## config.mk

```make
export PLATFORM = sky130hd
export DESIGN_NAME = array_linked_list_engine_flat
export DESIGN_NICKNAME = d
export VERILOG_FILES = /design/src/design/alle_pkg.sv /design/src/design/alle_ifs.sv /design/src/design/array_linked_list_engine.sv /design/src/flat_wrapper.sv
export SDC_FILE = /design/constraint.sdc
export NUM_CORES = 2
export LEC_CHECK = 0
export ABC_AREA = 1
export BUFFER_PORTS_ARGS = -buffer_cell sky130_fd_sc_hd__buf_4
export CAP_MARGIN = 20
export CORE_UTILIZATION = 40
export DETAILED_ROUTE_END_ITERATION = 7
export GPL_TIMING_DRIVEN = 0
export PLACE_DENSITY = 0.56
export SLEW_MARGIN = 10
export SYNTH_ARGS = -nofsm -noshare
export SYNTH_HDL_FRONTEND = slang
export SYNTH_SLANG_ARGS = --single-unit
export TNS_END_PERCENT = 5
```

## constraint.sdc

```tcl
create_clock -name i_clk -period 4.5 [get_ports i_clk]
set_input_delay 0.675 -clock i_clk [delete_from_list [all_inputs] [get_ports i_clk]]
set_output_delay 0.675 -clock i_clk [all_outputs]
set_load 0.02 [all_outputs]
```

## src/design/alle_pkg.sv

```systemverilog
// shared constants, codes and helpers for the array linked list engine
package alle_pkg;

    localparam int CAPACITY = 64;
    localparam int SLOT_W   = 7;   // slot code incl. null code
    localparam int ADDR_W   = $clog2(CAPACITY);   // memory address
    localparam int VALUE_W  = 32;

    localparam logic [SLOT_W-1:0] NULL_CODE  = 7'd64;
    localparam logic [SLOT_W-1:0] FULL_COUNT = SLOT_W'(CAPACITY);

    typedef enum logic [1:0] {
        CMD_PUSH   = 2'd0,
        CMD_DELETE = 2'd1,
        CMD_INSERT = 2'd2,
        CMD_DUMP   = 2'd3
    } t_cmd;

    typedef enum logic [1:0] {
        ST_OK     = 2'd0,
        ST_FULL   = 2'd1,
        ST_BADPOS = 2'd2,
        ST_NODEL  = 2'd3
    } t_status;

    // a slot is a live node number when it was handed out already
    function automatic logic is_node(input logic [SLOT_W-1:0] slot,
                                     input logic [SLOT_W-1:0] used);
        return slot < used;
    endfunction

endpackage

```

## src/design/alle_ifs.sv

```systemverilog
// command and result channel interfaces
interface alle_cmd_if;
    logic                            valid;
    logic                            ready;
    logic [1:0]                      command;
    logic [alle_pkg::SLOT_W-1:0]     position;
    logic signed [alle_pkg::VALUE_W-1:0] value;

    modport source(output valid, command, position, value, input ready);
    modport sink(input valid, command, position, value, output ready);
endinterface

interface alle_res_if;
    logic                            valid;
    logic                            ready;
    logic signed [alle_pkg::VALUE_W-1:0] element;
    logic                            is_element;
    logic [1:0]                      status;
    logic                            last;

    modport source(output valid, element, is_element, status, last, input ready);
    modport sink(input valid, element, is_element, status, last, output ready);
endinterface

```

## src/design/array_linked_list_engine.sv

```systemverilog
// array linked list engine top level
//
// usage
// - i_cmd carries one command per transfer: push at head, delete the head or
//   the node after a node, insert after a node, or dump the list
// - o_res carries results: one status result for push, delete and insert,
//   one result per element for dump (last marks the final one), or a single
//   no-element result when a dump finds the list empty
// - one command is worked on at a time; i_cmd is ready again as soon as the
//   previous command has handed its last result to the output register
// - from transfer to result: every command passes S_DECODE and ends in S_EMIT or
//   S_DUMP; delete visits S_DEL_HEAD at the head, else S_DEL_A and then S_DEL_V
//   when a node follows the anchor, insert visits S_INS and S_INS2, and dump gives
//   one element per cycle while the receiver takes each result, all set by the
//   single registered read port of the link and value memories
// - a stalled receiver holds the output register; the engine waits and a
//   dump keeps re-reading its current node until the result is taken
// - reset empties the list (head null, no slots used); the memories are not
//   cleared, only slots already handed out are ever read
module array_linked_list_engine (
    input  logic           i_clk,
    input  logic           i_rst_n,
    alle_cmd_if.sink       i_cmd,
    alle_res_if.source     o_res
);

    typedef enum logic [8:0] {
        S_IDLE     = 9'b000000001,
        S_DECODE   = 9'b000000010,
        S_DEL_HEAD = 9'b000000100,
        S_DEL_A    = 9'b000001000,
        S_DEL_V    = 9'b000010000,
        S_INS      = 9'b000100000,
        S_INS2     = 9'b001000000,
        S_EMIT     = 9'b010000000,
        S_DUMP     = 9'b100000000
    } t_state;

    // storage: values and next links, one read and one write port each
    logic [alle_pkg::VALUE_W-1:0] r_val_mem  [alle_pkg::CAPACITY];
    logic [alle_pkg::SLOT_W-1:0]  r_link_mem [alle_pkg::CAPACITY];
    logic [alle_pkg::VALUE_W-1:0] r_val_q;
    logic [alle_pkg::SLOT_W-1:0]  r_link_q;

    // control state
    t_state                      r_state, n_state;
    alle_pkg::t_cmd              r_cmd, n_cmd;
    logic [alle_pkg::SLOT_W-1:0] r_pos, n_pos;
    logic [alle_pkg::VALUE_W-1:0] r_val, n_val;
    logic [alle_pkg::SLOT_W-1:0] r_head, n_head;
    logic [alle_pkg::SLOT_W-1:0] r_used, n_used;
    logic [alle_pkg::ADDR_W-1:0] r_anchor, n_anchor;
    logic [alle_pkg::ADDR_W-1:0] r_cur, n_cur;
    logic [alle_pkg::SLOT_W-1:0] r_n, n_n;
    alle_pkg::t_status           r_status, n_status;

    // output register
    logic                         r_out_valid, n_out_valid;
    logic [alle_pkg::VALUE_W-1:0] r_out_element, n_out_element;
    logic                         r_out_is_element, n_out_is_element;
    alle_pkg::t_status            r_out_status, n_out_status;
    logic                         r_out_last, n_out_last;

    // memory port controls
    logic [alle_pkg::ADDR_W-1:0]  rd_addr;
    logic                         link_we, val_we;
    logic [alle_pkg::ADDR_W-1:0]  link_waddr, val_waddr;
    logic [alle_pkg::SLOT_W-1:0]  link_wdata;

    logic                         out_free;
    logic [alle_pkg::SLOT_W-1:0]  anchor_slot;
    logic                         dump_fin;

    assign out_free    = !r_out_valid || o_res.ready;
    assign anchor_slot = r_pos - 7'd1;
    // final element when the link ends the list or the walk bound is reached
    assign dump_fin    = !alle_pkg::is_node(r_link_q, r_used)
                         || (r_n == 7'(alle_pkg::CAPACITY - 1));

    assign i_cmd.ready      = (r_state == S_IDLE);
    assign o_res.valid      = r_out_valid;
    assign o_res.element    = r_out_element;
    assign o_res.is_element = r_out_is_element;
    assign o_res.status     = r_out_status;
    assign o_res.last       = r_out_last;

    always_comb begin
        n_state          = r_state;
        n_cmd            = r_cmd;
        n_pos            = r_pos;
        n_val            = r_val;
        n_head           = r_head;
        n_used           = r_used;
        n_anchor         = r_anchor;
        n_cur            = r_cur;
        n_n              = r_n;
        n_status         = r_status;
        n_out_valid      = r_out_valid && !o_res.ready;
        n_out_element    = r_out_element;
        n_out_is_element = r_out_is_element;
        n_out_status     = r_out_status;
        n_out_last       = r_out_last;
        rd_addr          = r_cur;
        link_we          = 1'b0;
        val_we           = 1'b0;
        link_waddr       = r_used[alle_pkg::ADDR_W-1:0];
        val_waddr        = r_used[alle_pkg::ADDR_W-1:0];
        link_wdata       = r_head;

        unique case (r_state)
            S_IDLE: begin
                if (i_cmd.valid) begin
                    n_cmd   = alle_pkg::t_cmd'(i_cmd.command);
                    n_pos   = i_cmd.position;
                    n_val   = i_cmd.value;
                    n_state = S_DECODE;
                end
            end
            S_DECODE: begin
                n_state = S_EMIT;
                unique case (r_cmd)
                    alle_pkg::CMD_PUSH: begin
                        if (r_used == alle_pkg::FULL_COUNT) begin
                            n_status = alle_pkg::ST_FULL;
                        end else begin
                            // new node links to the old head
                            val_we     = 1'b1;
                            link_we    = 1'b1;
                            link_wdata = r_head;
                            n_head     = r_used;
                            n_used     = r_used + 7'd1;
                            n_status   = alle_pkg::ST_OK;
                        end
                    end
                    alle_pkg::CMD_DELETE: begin
                        if (r_pos == '0) begin
                            if (!alle_pkg::is_node(r_head, r_used)) begin
                                n_status = alle_pkg::ST_NODEL;
                            end else begin
                                rd_addr = r_head[alle_pkg::ADDR_W-1:0];
                                n_state = S_DEL_HEAD;
                            end
                        end else if (!alle_pkg::is_node(anchor_slot, r_used)) begin
                            n_status = alle_pkg::ST_BADPOS;
                        end else begin
                            rd_addr  = anchor_slot[alle_pkg::ADDR_W-1:0];
                            n_anchor = anchor_slot[alle_pkg::ADDR_W-1:0];
                            n_state  = S_DEL_A;
                        end
                    end
                    alle_pkg::CMD_INSERT: begin
                        // position is checked before the pool
                        if (r_pos == '0 || !alle_pkg::is_node(anchor_slot, r_used)) begin
                            n_status = alle_pkg::ST_BADPOS;
                        end else if (r_used == alle_pkg::FULL_COUNT) begin
                            n_status = alle_pkg::ST_FULL;
                        end else begin
                            rd_addr  = anchor_slot[alle_pkg::ADDR_W-1:0];
                            n_anchor = anchor_slot[alle_pkg::ADDR_W-1:0];
                            n_state  = S_INS;
                        end
                    end
                    alle_pkg::CMD_DUMP: begin
                        if (!alle_pkg::is_node(r_head, r_used)) begin
                            // empty list: one no-element result
                            n_status = alle_pkg::ST_OK;
                        end else begin
                            rd_addr = r_head[alle_pkg::ADDR_W-1:0];
                            n_cur   = r_head[alle_pkg::ADDR_W-1:0];
                            n_n     = '0;
                            n_state = S_DUMP;
                        end
                    end
                    default: n_state = S_EMIT;
                endcase
            end
            S_DEL_HEAD: begin
                n_head   = r_link_q;
                n_status = alle_pkg::ST_OK;
                n_state  = S_EMIT;
            end
            S_DEL_A: begin
                // r_link_q is the victim
                if (!alle_pkg::is_node(r_link_q, r_used)) begin
                    n_status = alle_pkg::ST_NODEL;
                    n_state  = S_EMIT;
                end else begin
                    rd_addr = r_link_q[alle_pkg::ADDR_W-1:0];
                    n_state = S_DEL_V;
                end
            end
            S_DEL_V: begin
                // anchor skips the victim
                link_we    = 1'b1;
                link_waddr = r_anchor;
                link_wdata = r_link_q;
                n_status   = alle_pkg::ST_OK;
                n_state    = S_EMIT;
            end
            S_INS: begin
                // new node takes over the anchor's link
                val_we     = 1'b1;
                link_we    = 1'b1;
                link_wdata = r_link_q;
                n_state    = S_INS2;
            end
            S_INS2: begin
                link_we    = 1'b1;
                link_waddr = r_anchor;
                link_wdata = r_used;
                n_used     = r_used + 7'd1;
                n_status   = alle_pkg::ST_OK;
                n_state    = S_EMIT;
            end
            S_EMIT: begin
                if (out_free) begin
                    n_out_valid      = 1'b1;
                    n_out_element    = '0;
                    n_out_is_element = 1'b0;
                    n_out_status     = r_status;
                    n_out_last       = 1'b1;
                    n_state          = S_IDLE;
                end
            end
            S_DUMP: begin
                if (out_free) begin
                    n_out_valid      = 1'b1;
                    n_out_element    = r_val_q;
                    n_out_is_element = 1'b1;
                    n_out_status     = alle_pkg::ST_OK;
                    n_out_last       = dump_fin;
                    if (dump_fin) begin
                        n_state = S_IDLE;
                    end else begin
                        // step to the next node
                        rd_addr = r_link_q[alle_pkg::ADDR_W-1:0];
                        n_cur   = r_link_q[alle_pkg::ADDR_W-1:0];
                        n_n     = r_n + 7'd1;
                    end
                end
            end
            default: n_state = S_IDLE;
        endcase
    end

    // memories: registered read, old data on a same-address write
    always_ff @(posedge i_clk) begin
        if (val_we) begin
            r_val_mem[val_waddr] <= n_val;
        end
        if (link_we) begin
            r_link_mem[link_waddr] <= link_wdata;
        end
        r_val_q  <= r_val_mem[rd_addr];
        r_link_q <= r_link_mem[rd_addr];
    end

    always_ff @(posedge i_clk) begin
        if (!i_rst_n) begin
            r_state     <= S_IDLE;
            r_head      <= alle_pkg::NULL_CODE;
            r_used      <= '0;
            r_out_valid <= 1'b0;
        end else begin
            r_state     <= n_state;
            r_head      <= n_head;
            r_used      <= n_used;
            r_out_valid <= n_out_valid;
        end
    end

    always_ff @(posedge i_clk) begin
        r_cmd            <= n_cmd;
        r_pos            <= n_pos;
        r_val            <= n_val;
        r_anchor         <= n_anchor;
        r_cur            <= n_cur;
        r_n              <= n_n;
        r_status         <= n_status;
        r_out_element    <= n_out_element;
        r_out_is_element <= n_out_is_element;
        r_out_status     <= n_out_status;
        r_out_last       <= n_out_last;
    end

    // pool never overruns
    a_used_bound: assert property (@(posedge i_clk) disable iff (!i_rst_n)
        r_used <= alle_pkg::FULL_COUNT)
        else $error("used count beyond capacity");

    // head is null or a handed-out slot
    a_head_valid: assert property (@(posedge i_clk) disable iff (!i_rst_n)
        r_head == alle_pkg::NULL_CODE || r_head < r_used)
        else $error("head points at an unused slot");

    // slots are handed out one at a time
    a_used_step: assert property (@(posedge i_clk) disable iff (!i_rst_n)
        $past(i_rst_n) |-> (r_used == $past(r_used) || r_used == $past(r_used) + 7'd1))
        else $error("used count jumped");

    // a command transfer starts decoding next cycle
    a_accept_decode: assert property (@(posedge i_clk) disable iff (!i_rst_n)
        i_cmd.valid && i_cmd.ready |=> r_state == S_DECODE)
        else $error("accepted command not decoded");

    // status results are always the final result of their command
    a_status_last: assert property (@(posedge i_clk) disable iff (!i_rst_n)
        r_out_valid && !r_out_is_element |-> r_out_last)
        else $error("status result without last");

endmodule
```

## src/flat_wrapper.sv

```systemverilog
// flat-port wrapper written by rule: the top's interface ports become plain ports
module array_linked_list_engine_flat 
  (i_clk, i_rst_n, i_cmd_valid, i_cmd_command, i_cmd_position, i_cmd_value, i_cmd_ready, o_res_valid, o_res_element, o_res_is_element, o_res_status, o_res_last, o_res_ready);
  alle_cmd_if i_cmd_i ();
  alle_res_if o_res_i ();
  input  logic i_clk;
  input  logic i_rst_n;
  input wire logic [$bits(i_cmd_i.valid)-1:0] i_cmd_valid;
  input wire logic [$bits(i_cmd_i.command)-1:0] i_cmd_command;
  input wire logic [$bits(i_cmd_i.position)-1:0] i_cmd_position;
  input wire logic [$bits(i_cmd_i.value)-1:0] i_cmd_value;
  output wire logic [$bits(i_cmd_i.ready)-1:0] i_cmd_ready;
  output wire logic [$bits(o_res_i.valid)-1:0] o_res_valid;
  output wire logic [$bits(o_res_i.element)-1:0] o_res_element;
  output wire logic [$bits(o_res_i.is_element)-1:0] o_res_is_element;
  output wire logic [$bits(o_res_i.status)-1:0] o_res_status;
  output wire logic [$bits(o_res_i.last)-1:0] o_res_last;
  input wire logic [$bits(o_res_i.ready)-1:0] o_res_ready;
  assign i_cmd_i.valid = i_cmd_valid;
  assign i_cmd_i.command = i_cmd_command;
  assign i_cmd_i.position = i_cmd_position;
  assign i_cmd_i.value = i_cmd_value;
  assign i_cmd_ready = i_cmd_i.ready;
  assign o_res_valid = o_res_i.valid;
  assign o_res_element = o_res_i.element;
  assign o_res_is_element = o_res_i.is_element;
  assign o_res_status = o_res_i.status;
  assign o_res_last = o_res_i.last;
  assign o_res_i.ready = o_res_ready;
  array_linked_list_engine u_core (.i_clk(i_clk), .i_rst_n(i_rst_n), .i_cmd(i_cmd_i), .o_res(o_res_i));
endmodule
```

==> key figures <==
Status
  • Status: complete, but fails checks
  • Failing checks: negative setup slack

Cells and area
  • Design Area, Final: 141000 µm²
  • Commonest non-fill, non-tap cells in the layout: edfxtp_1 (2562), nand3_1 (2334), nand2_1 (1556), inv_1 (1520), nand3b_1 (932)
  • Area delta synth->final: 21.0%
  • Layout cells sized above 1: 15.6%
  • Final #Nets: 11200
  • Commonest non-fill, non-tap cell in the layout: edfxtp_1
  • Post-layout util: 48.6%
  • Fillers: 26100

STA
  • Setup_tns: -510 ps
  • Achievable Freq: 220 MHz
  • Final hold vios: 0
  • Final setup vio count: 23
  • Worst clock skew: 68.3 ps
  • Worst rel slew slack: 21.0%
  • Final min period: 4550 ps
  • Fin crit share: 101%
  • Worst setup margin: -53.1 ps
  • Unrepaired setup endpoints after global routing: true
  • Final Max Slew Viols: 0
  • Slew @ Worst Pin: 1190 ps

Routing
  • Post-route DRC: 0
  • Vias/cell: 5.52
  • Post-route ant nets: 0
  • Drt pass-1 iters: 6
  • Wire length per cell: 28.1 µm
  • Routed vias: 84300
  • DR iter-0 viols: 10400
  • Routed Wire Length: 428000 µm

Logic synthesis
  • Post-synthesis sequential area ratio: 67.5%
  • Synth top area share: 65.8%
  • Library cells used by synthesis: 39
  • Netlist Area Pre-Place: 117000 µm²
  • Cell taking the most area after synthesis: edfxtp_1
  • Syn Inst Count: 10500
  • Seq cells post-synth: 2657
  • Synth top area cells: edfxtp_1 (66%), nand3_1 (11%), nand3b_1 (6.0%)
  • Synthesis Warnings: 0
  • EDFF count, synth: 2562
  • Top FF cell, synth: edfxtp_1
  • Syn Nets: 10600
  • Synthesized area per cell: 11.1 µm²
  • Fraction of registers with async set/reset: 0%

Power
  • Leakage power: 55.0 nW
  • Maximum VDD drop: 0.588 mV
  • Cell Pwr Density: 427 nW/µm²

Floorplan
  • Starting Density: 40.2%
  • Die width: 542 µm
  • Die Area: 294000 µm²
  • Die Ht: 542 µm
  • Std cell rows: 198
  • Core area: 291000 µm²
  • I/O pins: 83

Placement
  • DP HPWL: 311000 µm
  • Post-Place Setup Slack: -2300 ps
  • DP Area: 126000 µm²
  • IO buf count: 82
  • Placer Congestion: 1.01

Min path
  • Min-Delay Endpoint: u_core.r_val[31]$_DFF_P_
  • Hold depth: 2
  • Worst hold-check path type: input port to register
  • Hold path start: i_cmd_value[31]

Critical path
  • CP Class: register to register
  • Worst Path Arrival: 5330 ps
  • Reg-to-reg startpoint: u_core.r_pos[1]$_DFFE_PP_
  • CP dominant cell by count: nand2_2
  • Slowest CP cell: edfxtp_1
  • Startpoint Class: register
  • WP data required: 5270 ps
  • Worst R2R Setup Slack: -50 ps
  • Reg2reg path depth: 29
  • Setup crit start: u_core.r_pos[1]$_DFFE_PP_
  • Crit end category: register
  • Worst r2r dst: u_core.r_val_q[20]$_DFF_P_
  • Critical Path Max Stage Delay: 460 ps
  • CP Max Fanout: 10

Clocking
  • Max Root-Sink Buffers: 4
  • Total CTS buffers: 296
  • Skew-Pair Late Insertion Delay: 930 ps
  • Clock transition at the registers of the reported paths: 60 ps
  • CTS tree: done
  • Root Driver: clkbuf_16
  • H-tree depth: 5
  • Clk sinks: 2657

Global route
  • GRT overflow: 0
  • Total global-route track usage: 28.5%
  • First-pass GRT wire length: 593000 µm
  • Initial antenna violation count: 35
  • Largest net degree at the start of global routing: 65
  • Vias in the first global route: 80000

Flow run
  • Max Cap Viol: 0
[cell type report]
class	instances	area (µm²)	share of cell area, %
flip-flops and latches	2657	78800	55.7
inverters	1537	5790	4.09
repair buffers	276	4400	3.11
multi-input cells	5656	32900	23.3
well taps	3900	4880	3.45
diodes	18	45.0	0.0318
clock buffers	382	8040	5.69
plain buffers	695	5160	3.65
clock inverters	149	1400	0.989
[repair_timing]
action | in CTS | in global routing
hold buffers | 9 | 0
cloned | 8 | 6
endpoints found under the hold margin | 9 | 0
endpoints found under the setup margin | 39 | 602
buffers inserted | 21 | 24
gates resized for setup | 885 | 409
pin swaps | 38 | 60
[synthesized netlist by cell type, types with 3 or more instances]
master    count
nand3_1    2682
edfxtp_1   2562
nand2_1    1611
inv_1      1525
nand3b_1    932
buf_2       318
nor2_1      226
clkbuf_1    220
dfxtp_1      95
buf_4        87
buf_1        70
o21ai_0      40
mux2_2       32
a21oi_1      27
ha_1         27
nor3_1       12
nand4_1      11
inv_2        10
a31oi_1       8
a22oi_1       7
o21ai_1       6
nand2_2       4
nor2_2        4
o211ai_1      4
a211oi_1      3
nor3b_1       3
o22ai_1       3
xor2_1        3
[critical path, delay by kind of cell, from the launching register on]
kind            cells  cell delay [ps]
compound gates      1              210
xor+xnor            1              190
fa+ha+maj           2              470
buf+inv             7             1000
flops               1              460
simple gates       18             2020
[how the worst max path moves through the flow]
stage          cells past startpoint  slack (ps)                                to
3_3_place_gp                      19       -3250        u_core.r_val_q[16]$_DFF_P_
2_1_floorplan                     12         760  u_core.r_val_mem[0][0]$_DFFE_PP_
3_5_place_dp                      24       -2300        u_core.r_val_q[15]$_DFF_P_
5_1_grt                           28         -90        u_core.r_val_q[26]$_DFF_P_
4_1_cts                           26         -30         u_core.r_val_q[1]$_DFF_P_
6_report                          29         -50        u_core.r_val_q[20]$_DFF_P_
[power breakdown]
| group | internal [mW] | switching (mW) |
|---|---|---|
| sequential | 28.7 | 0.0733 |
| combinational | 1.85 | 5.87 |
| clock | 13.7 | 10.3 |
[logic make-up (layout without fill, tap and decap cells)]
group | Yosys count | after routing | share of synthesized area, %
fa+ha+maj | 27 | 27 | 0.289
mux | 32 | 32 | 0.308
other cells | 0 | 18 | 0
xor+xnor | 5 | 5 | 0.0375
buf+inv | 2234 | 3039 | 7.81
flops | 2657 | 2657 | 67.5
simple gates | 5490 | 5490 | 23.6
compound gates | 102 | 102 | 0.489
[stage by stage]
step | total power, mW | cells | hold slack, ps
after floorplan | 32.1 | 10500 | 471
after global placement | 35.6 | 14500 | 521
after detailed placement | 36.1 | 14700 | 517
after CTS | 60.2 | 15200 | 11.7
after global routing | 61.8 | 15300 | 37.6
final | 60.4 | 15300 | 55.6
[state kept, by name, summed over array words and instances, names as in the netlist, 6 cells and up]
register and count:
u_core.r_val_mem 2048, u_core.r_link_mem 448, u_core.o_res.element 32, u_core.r_val 32, u_core.r_val_q 32, u_core.r_state 9
u_core.r_head 7, u_core.r_link_q 7, u_core.r_n 7, u_core.r_pos 7, u_core.r_used 7, u_core.r_anchor 6
u_core.r_cur 6
[metal layers]
metal	GRT usage [%]	vias to the layer above	share of wire [%]
li1	-	37500	-
met1	39.4	41800	41
met2	43.5	4198	44
met3	4.92	773	9.7
met4	13.5	0	5.5
met5	0	-	0
Note: power is estimated with default switching activity, not from simulation.
